===== src/hdl/rss_mul.sv =====
`timescale 1ns / 1ps

// Shared 32x32 unsigned multiplier, product registered every cycle.
module rss_mul (
  input  logic        clk,
  input  logic [31:0] a,
  input  logic [31:0] b,
  output logic [63:0] p_r
);

  always_ff @(posedge clk) begin
    p_r <= {32'b0, a} * {32'b0, b};
  end

endmodule


===== config.mk =====
export PLATFORM = sky130hd
export DESIGN_NAME = rss_mul
export DESIGN_NICKNAME = d
export VERILOG_FILES = /design/src/hdl/rss_mul.sv
export SDC_FILE = /design/constraint.sdc
export NUM_CORES = 2
export LEC_CHECK = 0
export BUFFER_PORTS_ARGS = -buffer_cell sky130_fd_sc_hd__buf_4
export CELL_PAD_IN_SITES_DETAIL_PLACEMENT = 1
export CELL_PAD_IN_SITES_GLOBAL_PLACEMENT = 1
export CORE_MARGIN = 4
export CORE_UTILIZATION = 48
export CTS_BUF_LIST = sky130_fd_sc_hd__clkbuf_8
export CTS_CLUSTER_SIZE = 24
export DETAILED_ROUTE_END_ITERATION = 8
export GPL_TIMING_DRIVEN = 0
export PLACE_DENSITY_LB_ADDON = 0.1
export SLEW_MARGIN = 20
export SYNTH_ARGS = -nofsm -noshare
export SYNTH_HDL_FRONTEND = slang
export SYNTH_SLANG_ARGS = --single-unit

===== constraint.sdc =====
create_clock -name clk -period 22.2 [get_ports clk]
set_input_delay 2.22 -clock clk [delete_from_list [all_inputs] [get_ports clk]]
set_output_delay 2.22 -clock clk [all_outputs]
set_load 0.05 [all_outputs]

==> metrics.txt <==
Fin Setup TNS=0 ns; Clock Pin Slew Worst Setup and Hold Paths=about 0.08 ns; Critical Path Fanout Max=10; Core ar.=71500 um^2; routed len/inst=~28 um; CP startpoint kind=input pin; post-synthesis xor/xnor area fraction=under 10%; worst slew pin tran=around 1.3 ns; Post-synth ARST share=0%; vias in the first global route=roughly 31000; Synth top area share=around half; initial antenna violation count=8; GRT overflow=0; max reg flops=64; DP HPWL=around 120 mm; syn_area_per_cell=between 9 and 10 um^2; CTS Buf Count=9; vias=27200; Fillers=8412; Remaining DRCs=0; top_reg_cell synth=dfxtp_1; post-synth cell types=57; synthesized cell area=34700 um^2; clk buf depth=2; top-count cell post-synth=fa_1; unrepaired setup endpoints after global routing=no; yosys warns=0; # hold bufs at CTS=0; Setup Crit Path Kind=input pin to flop; Synth area leaders=fa_1, and2_1, ha_1, inv_1, nand2_1; largest net degree at the start of global routing=14; Port Buffers=between 100 and 150; Fmax=roughly 96 MHz; die height=277 um; CP endpoint kind=flop; share of cells above drive strength 1=under 10%; post-CTS repair timing setup buffer count=0; Setup violations, final=0; Seq/Total Area, Yosys=3.69%; Root Buffer=clkbuf_8; Seq cells post-synth=64; compound-cell area share of the yosys netlist=slightly above 4%; mux share of post-synthesis cell area=less than 1%; routability cong.=approximately 1.0; Synth Area in Simple Gates=17.6%; Hold Violations, Final=0; first-pass GRT wire length=201 mm; synthesized instance count=roughly 3700; run status=complete, no violations; hold path cells=2; EDFF count, synth=0; Worst slew margin=14.3%; row cnt=98; CTS tree=done; Area Growth Syn to Fin=6.83%; Worst Hold End=p_r[0]; Synth top cells by count=fa_1, inv_1, and2_1; PostCTS Resize Cnt=0; Tot GR Track Use=a little over a third; period utilization=47.1%; DR vias/cell=between 5 and 6; total I/O pin count=129; Final #Nets=about 5000; Antenna Nets Post-Route=0; Hold Crit Class=input pin to flop; Die Area=~77000 um^2; Pins Over Slew Limit=0; minimum clock period=between 10 and 15 ns; required time of the critical path=approximately 23 ns; syn_nets=between 4000 and 5000; Max-cap violations=0; Detailed Route Iter0 Violations=about 2100; Reg with most FFs=p_r; main combinational cell family by area after synthesis=adder cells; Initial Utilization=48.5%; CTS sink count=between 60 and 70; post-synth top area cell=fa_1; fraction of the mapped netlist area in adder cells=approximately three fifths; final WL=138 mm; Initial DRT Pass Iterations=5; Critical Path AT=about 11 ns; H-tree depth=3; Hold Crit Start=b[0]; Die Wd=277 um; largest registers=p_r x64
-- cells in the final DEF, fill, tap and decap left out, types with 4 or more instances in the layout --
master,instances
ha_1,263
o21ai_0,21
nor2_1,20
o21ai_1,5
xnor2_1,35
a221o_1,4
clkbuf_1,212
inv_1,865
nand2_1,480
and3_1,14
and2_1,602
xor2_1,25
a21o_1,40
o21bai_1,10
a31oi_1,12
nand4_1,23
dfxtp_1,64
nand3_1,10
fa_1,896
a21oi_1,63
nor3_1,7
buf_4,128
buf_2,6
diode_2,7
o21a_1,9
clkbuf_8,9
-- logic make-up after synthesis --
logic type,Yosys count
fa+ha+maj,1159
buf+inv,1085
compound gates,202
simple gates,1177
xor+xnor,60
mux,1
flops,64
-- critical path, cell delays in order --
cell      delay (ns)
buf_4           0.20
clkbuf_1        0.85
and2_1          0.27
fa_1            0.44
fa_1            0.44
fa_1            0.54
inv_1           0.05
fa_1            0.48
inv_1           0.05
fa_1            0.50
inv_1           0.05
fa_1            0.53
inv_1           0.06
fa_1            0.53
fa_1            0.55
ha_1            0.33
clkbuf_1        0.32
nand4_1         0.15
a2111o_1        0.31
a21o_1          0.22
a21oi_2         0.21
a31oi_1         0.27
o31ai_4         0.45
a21oi_2         0.18
a221oi_1        0.32
and4_1          0.22
-- through the flow --
step / hold WS, ns / setup slack [ns] / cell area [um^2] / utilization [%] / instances
after CTS: 2.11 / 11.84 / 37000 / 51.8 / 4843
final: 2.12 / 11.75 / 37000 / 51.8 / 4851
after global placement: 2.49 / 11.60 / 36800 / 51.5 / 4826
after floorplan: 2.35 / 13.23 / 34700 / - / 3748
after detailed placement: 2.49 / 11.46 / 36800 / 51.5 / 4827
after global routing: 2.11 / 11.42 / 37000 / 51.8 / 4845
-- final cells by class --
class / instances / area (um^2) / area share (%)
plain buffers: 220 / 835 / 2.25
inverters: 865 / 3250 / 8.76
clock buffers: 9 / 124 / 0.334
flip-flops and latches: 64 / 1280 / 3.46
clock inverters: 7 / 55.1 / 0.149
well taps: 950 / 1190 / 3.21
repair buffers: 130 / 983 / 2.65
diodes: 7 / 17.5 / 0.0473
multi-input cells: 2599 / 29300 / 79.1
-- routing by layer --
| layer | global-route usage [%] | routed length, um | up-vias |
|---|---|---|---|
| met4 | 27.3 | 13700 | 0 |
| li1 | - | - | 11200 |
| met1 | 42.5 | 48600 | 14300 |
| met2 | 59.5 | 64900 | 1293 |
| met5 | 0 | 0 | - |
| met3 | 6.16 | 10500 | 485 |
-- worst max-delay path by stage --
stage               start      end  cells after the start
global route         b[7]  p_r[63]                     26
detailed placement  a[19]  p_r[62]                     23
global placement    a[19]  p_r[62]                     23
floorplan           a[25]  p_r[62]                     25
finish               b[7]  p_r[63]                     26
CTS                 a[19]  p_r[62]                     23
Power is left out: the tool's default activity adds up to more than one toggle a clock period on the data nets, which glitch-free logic cannot reach.
