File: src/hdl/rss_pkg.sv
`timescale 1ns / 1ps

package rss_pkg;

  // Configuration port
  localparam int CFG_IDX_W = 4;
  localparam int CFG_DATA_W = 32;
  localparam logic [CFG_IDX_W-1:0] REG_CUT_VALUE     = 4'd0;
  localparam logic [CFG_IDX_W-1:0] REG_WEIGHTED_MODE = 4'd1;

  // Fixed-point widths and limits
  localparam int WSUM_W = 48;
  localparam int RSUM_W = 64;
  localparam int SCORE_W = 63;
  localparam logic [31:0] ONE_Q16 = 32'h0001_0000;
  localparam logic [SCORE_W-1:0] SCORE_MAX = {SCORE_W{1'b1}};

  // Divider: 128-bit dividend, 48-bit divisor, 64 quotient bits
  localparam int DIV_STEPS = 64;
  localparam int DIV_CNT_W = $clog2(DIV_STEPS);

  typedef struct packed {
    logic signed [31:0] feature_value;
    logic signed [31:0] response;
    logic [31:0]        weight;
    logic               last_item;
  } rss_in_t;

  typedef struct packed {
    logic [SCORE_W-1:0] score;
    logic               split_valid;
  } rss_out_t;

  typedef struct packed {
    logic        done;
    logic [63:0] quot;
  } rss_div_stat_t;

endpackage

File: src/hdl/rss_div.sv
`timescale 1ns / 1ps

// Restoring divider, one quotient bit per cycle.
// Caller guarantees dividend[127:64] < divisor, so the remainder fits 48 bits.
module rss_div (
  input  logic                   clk,
  input  logic                   rst_n,
  input  logic                   start,
  input  logic [127:0]           dividend,
  input  logic [47:0]            divisor,
  output rss_pkg::rss_div_stat_t stat
);
  import rss_pkg::*;

  logic                 busy_r, busy_nxt;
  logic                 done_r, done_nxt;
  logic [DIV_CNT_W-1:0] cnt_r, cnt_nxt;
  logic [47:0]          rem_r, rem_nxt;
  logic [63:0]          quo_r, quo_nxt;
  logic [47:0]          dvs_r, dvs_nxt;
  logic [49:0]          diff;
  logic                 ge;

  // trial subtract of the shifted remainder
  assign diff = {1'b0, rem_r, quo_r[63]} - {2'b0, dvs_r};
  assign ge   = ~diff[49];

  always_comb begin
    busy_nxt = busy_r;
    done_nxt = 1'b0;
    cnt_nxt  = cnt_r;
    rem_nxt  = rem_r;
    quo_nxt  = quo_r;
    dvs_nxt  = dvs_r;
    if (start) begin
      busy_nxt = 1'b1;
      cnt_nxt  = '0;
      rem_nxt  = dividend[111:64];
      quo_nxt  = dividend[63:0];
      dvs_nxt  = divisor;
    end else if (busy_r) begin
      rem_nxt = ge ? diff[47:0] : {rem_r[46:0], quo_r[63]};
      quo_nxt = {quo_r[62:0], ge};
      cnt_nxt = cnt_r + 1'b1;
      if (cnt_r == DIV_CNT_W'(DIV_STEPS - 1)) begin
        busy_nxt = 1'b0;
        done_nxt = 1'b1;
      end
    end
  end

  always_ff @(posedge clk) begin
    if (!rst_n) begin
      busy_r <= 1'b0;
      done_r <= 1'b0;
      cnt_r  <= '0;
    end else begin
      busy_r <= busy_nxt;
      done_r <= done_nxt;
      cnt_r  <= cnt_nxt;
    end
  end

  always_ff @(posedge clk) begin
    rem_r <= rem_nxt;
    quo_r <= quo_nxt;
    dvs_r <= dvs_nxt;
  end

  assign stat.done = done_r;
  assign stat.quot = quo_r;

endmodule

File: config.mk
export PLATFORM = sky130hd
export DESIGN_NAME = rss_div
export DESIGN_NICKNAME = d
export VERILOG_FILES = /design/src/hdl/rss_pkg.sv /design/src/hdl/rss_div.sv
export SDC_FILE = /design/constraint.sdc
export NUM_CORES = 1
export LEC_CHECK = 0
export BUFFER_PORTS_ARGS = -buffer_cell sky130_fd_sc_hd__buf_2
export CAP_MARGIN = 20
export CORE_MARGIN = 2
export CORE_UTILIZATION = 58
export CTS_CLUSTER_DIAMETER = 120
export CTS_CLUSTER_SIZE = 25
export DETAILED_ROUTE_END_ITERATION = 16
export HOLD_SLACK_MARGIN = 0.15
export PLACE_DENSITY = 0.86
export SLEW_MARGIN = 10
export SYNTH_ARGS = -nofsm -noshare
export SYNTH_HDL_FRONTEND = slang
export SYNTH_SLANG_ARGS = --single-unit
File: constraint.sdc
create_clock -name clk -period 5.4 [get_ports clk]
set_input_delay 0.27 -clock clk [delete_from_list [all_inputs] [get_ports clk]]
set_output_delay 0.27 -clock clk [all_outputs]
set_load 0.1 [all_outputs]
==> results.sh <==
export IMPL_outcome="complete, no violations"
export IMPL_cts_tree="yes"
export IMPL_p_leak_uw=0.00552
export IMPL_ys_seq_elements=168
export IMPL_min_path_type="in -> reg"
export IMPL_fin_tns_setup_ps=0
export IMPL_rsz0062_at_grt="false"
export IMPL_relSlewSlack_pct=36.5
export IMPL_synth_fa_ha_area_share_pct=6.45
export IMPL_finalHoldViolations=0
export IMPL_die_h_microns=134
export IMPL_rows=47
export IMPL_dp_hpwl_mm=17.1
export IMPL_cts_root_buf="clkbuf_16"
export IMPL_syn_area_sq_um=9810
export IMPL_synth_top_family_by_area="compound AO/OA/AOI/OAI gates"
export IMPL_synthTopCellsByArea="edfxtp_1 (49%), mux2_2 (8.4%), ha_1 (6.3%), a21oi_1 (4.0%), inv_1 (3.0%)"
export IMPL_grt_antenna_before_repair=1
export IMPL_clockBufferDepth=2
export IMPL_hold_end="rem_r[47]"
export IMPL_ys_warnings_count=0
export IMPL_num_fill_cells=962
export IMPL_htreeDepth=4
export IMPL_overflow=0
export IMPL_drc=0
export IMPL_seq_area_frac_synth_pct=50.6
export IMPL_endpoint_kind="register"
export IMPL_cp_slowest_cell="o41ai_1"
export IMPL_wire_per_inst_microns=20.9
export IMPL_rr_worst_depth=14
export IMPL_min_path_cells=2
export IMPL_synth_most_common_cell="edfxtp_1"
export IMPL_crit_family="compound AO/OA/AOI/OAI gates"
export IMPL_nNetsFinal=1457
export IMPL_yosys_area_share_xor_xnor_pct=3.84
export IMPL_worst_r2r_endpoint="rem_r[38]"
export IMPL_ant_nets=0
export IMPL_finalWeightedCongestion=0.931
export IMPL_place_inst=1306
export IMPL_clk_pin_slew_ps=80
export IMPL_startpoint="quo_r[63]"
export IMPL_rrSetupSlack_ps=1360
export IMPL_grt_use_total_pct=34.1
export IMPL_synth_edff_count=160
export IMPL_synth_common_cells="edfxtp_1 (160), a21oi_1 (79), inv_1 (78), mux2_2 (73), nor2_1 (65)"
export IMPL_synthSimpleGateAreaFrac_pct=10.0
export IMPL_synth_async_sr_flop_share_pct=0
export IMPL_vias_per_cell=6.04
export IMPL_grt_first_pass_wirelength_mm=47.2
export IMPL_first_iter_violations=1116
export IMPL_ios=244
export IMPL_max_clock_freq_ghz=0.247
export IMPL_synth_top_area_share_pct=49.0
export IMPL_cp_arrival_ps=4220
export IMPL_syn_inst=893
export IMPL_syn_num_nets=1122
export IMPL_initial_core_util_pct=59.2
export IMPL_maxCapViolCount=0
export IMPL_fin_crit_sh_pct=74.9
export IMPL_final_setup_viol_count=0
export IMPL_synth_compound_area_share_pct=15.3
export IMPL_fin_crit_ps=4040
export IMPL_wl_mm=30.6
export IMPL_r2r_start="quo_r[63]"
export IMPL_synth_top_cell_by_area="edfxtp_1"
export IMPL_avgSynthCellArea_sq_um=11.0
export IMPL_p_per_area_nw_per_um2=436
export IMPL_fp_dieArea_sq_um=18000
export IMPL_crit_buf_inv=2
export IMPL_path_class="reg -> reg"
export IMPL_ys_flop_type="edfxtp_1"
export IMPL_finalMaxSlewViolations=0
export IMPL_synth_area_mux_share_pct=8.89
export IMPL_cts_made_buffers=17
export IMPL_drive_gt1_share_pct=28.0
export IMPL_crit_chain="inv_1, ha_1, inv_1, fa_1, a21oi_1, nand4b_1, a21oi_1, o211ai_1, nand2_1, o41ai_1, o21a_1, nand2_1, xnor2_1, a221o_1"
export IMPL_vdd_ir_drop_worst_uv=379
export IMPL_critPathLaunchType="register"
export IMPL_worstMarginPinSlew_ps=953
export IMPL_die_width_microns=134
export IMPL_coreArea_sq_um=16600
export IMPL_cp_slowest_stage_delay_ps=610
export IMPL_finClkSkew_ps=20.9
export IMPL_final_cells=1462
export IMPL_drt_pass1_iter_count=7
export IMPL_worst_path_max_fanout=5
export IMPL_areaGrowthSynthToFinish_pct=31.8
export IMPL_hp_start="dividend[111]"
export IMPL_clk_latency_ps=450
export IMPL_required_ps=5580
export IMPL_grt_pass1_vias=8909
export IMPL_cts_sinks=168
export IMPL_synth_cell_types=60
export IMPL_via_count=8835
export IMPL_io_buffers=227
export IMPL_grt_start_max_net_pins=86
layer usage:
layer	routed length (microns)	track usage [%]	up-vias
met5	0	0	-
met4	1480	17.1	0
met3	2630	7.75	125
met2	15100	57.9	592
met1	11400	40.9	4141
li1	-	-	3977
final cells by class:
type                            count  area [sq um]  share of cell area [%]
Multi-Input combinational cell    607          4370                    33.8
Sequential cell                   168          4960                    38.4
Clock buffer                       17           425                    3.29
Inverter                           78           293                    2.27
Antenna cell                        1          2.50                  0.0194
Tap cell                          220           275                    2.13
Timing Repair Buffer              356          2440                    18.8
Clock inverter                     15           158                    1.22
flip-flops by register name, summed over array words and instances (netlist names):
name    cells
cnt_r       6
dvs_r      48
rem_r      48
busy_r      1
done_r      1
quo_r      64
worst reg2reg max path, stage by stage (launching register included):
cell	delay [ps]
edfxtp_1	460
inv_1	100
ha_1	180
inv_1	70
fa_1	430
a21oi_1	230
nand4b_1	180
a21oi_1	130
o211ai_1	210
nand2_1	200
o41ai_1	610
o21a_1	380
nand2_1	110
xnor2_1	150
a221o_1	340
per-stage QoR:
step / total power [uW] / hold WS, ps / setup WS [ps] / utilization (%) / instance area [sq um]
after floorplan: 3720 / 369 / 1750 / - / 9810
after global placement: 4120 / 448 / 1700 / 66.9 / 11100
after detailed placement: 4190 / 448 / 1650 / 66.9 / 11100
after CTS: 5480 / 150 / 1610 / 77.7 / 12900
after global routing: 5890 / 150 / 1170 / 77.9 / 12900
final: 5630 / 164 / 1360 / 77.9 / 12900
placed cells by master, fill, tap and decap left out, drive strengths merged, types with 7 or more instances in the layout:
master         n
dlygate4sd3  122
inv           85
nor2          65
clkbuf        17
nor2b         10
a21o          24
edfxtp       160
a21oi         79
a211oi        30
nand3          8
a221o         11
clkinv         7
mux2          73
o21ai         38
ha            49
nand4         12
nor3          15
dfxtp          8
xnor2         23
nor3b         10
nand2         58
buf          234
o21a          11
xor2          20
kinds of logic after synthesis:
kind of cell | after synthesis
simple gates | 206
flops | 168
compound gates | 230
fa+ha+maj | 50
buf+inv | 118
xor+xnor | 43
mux | 78
worst max path at each step:
| stage | end | slack (ps) | cells after the start |
|---|---|---|---|
| 6_report | rem_r[38] | 1360 | 14 |
| 5_1_grt | rem_r[38] | 1170 | 14 |
| 4_1_cts | rem_r[38] | 1610 | 14 |
| 3_5_place_dp | rem_r[38] | 1650 | 14 |
| 3_3_place_gp | rem_r[38] | 1700 | 14 |
| 2_1_floorplan | rem_r[38] | 1750 | 14 |
where the power goes:
part	total (uW)	switching, uW	internal [uW]
combinational	2560	1630	930
clock	1240	618	619
sequential	1840	135	1710
total	5630	2380	3250
what timing repair did:
| action | CTS | global route |
|---|---|---|
| buffers inserted | 0 | 0 |
| gates resized for setup | 0 | 0 |
| hold endpoints to repair | 121 | 1 |
| hold buffers | 121 | 1 |
(Power assumes the default switching activity.)
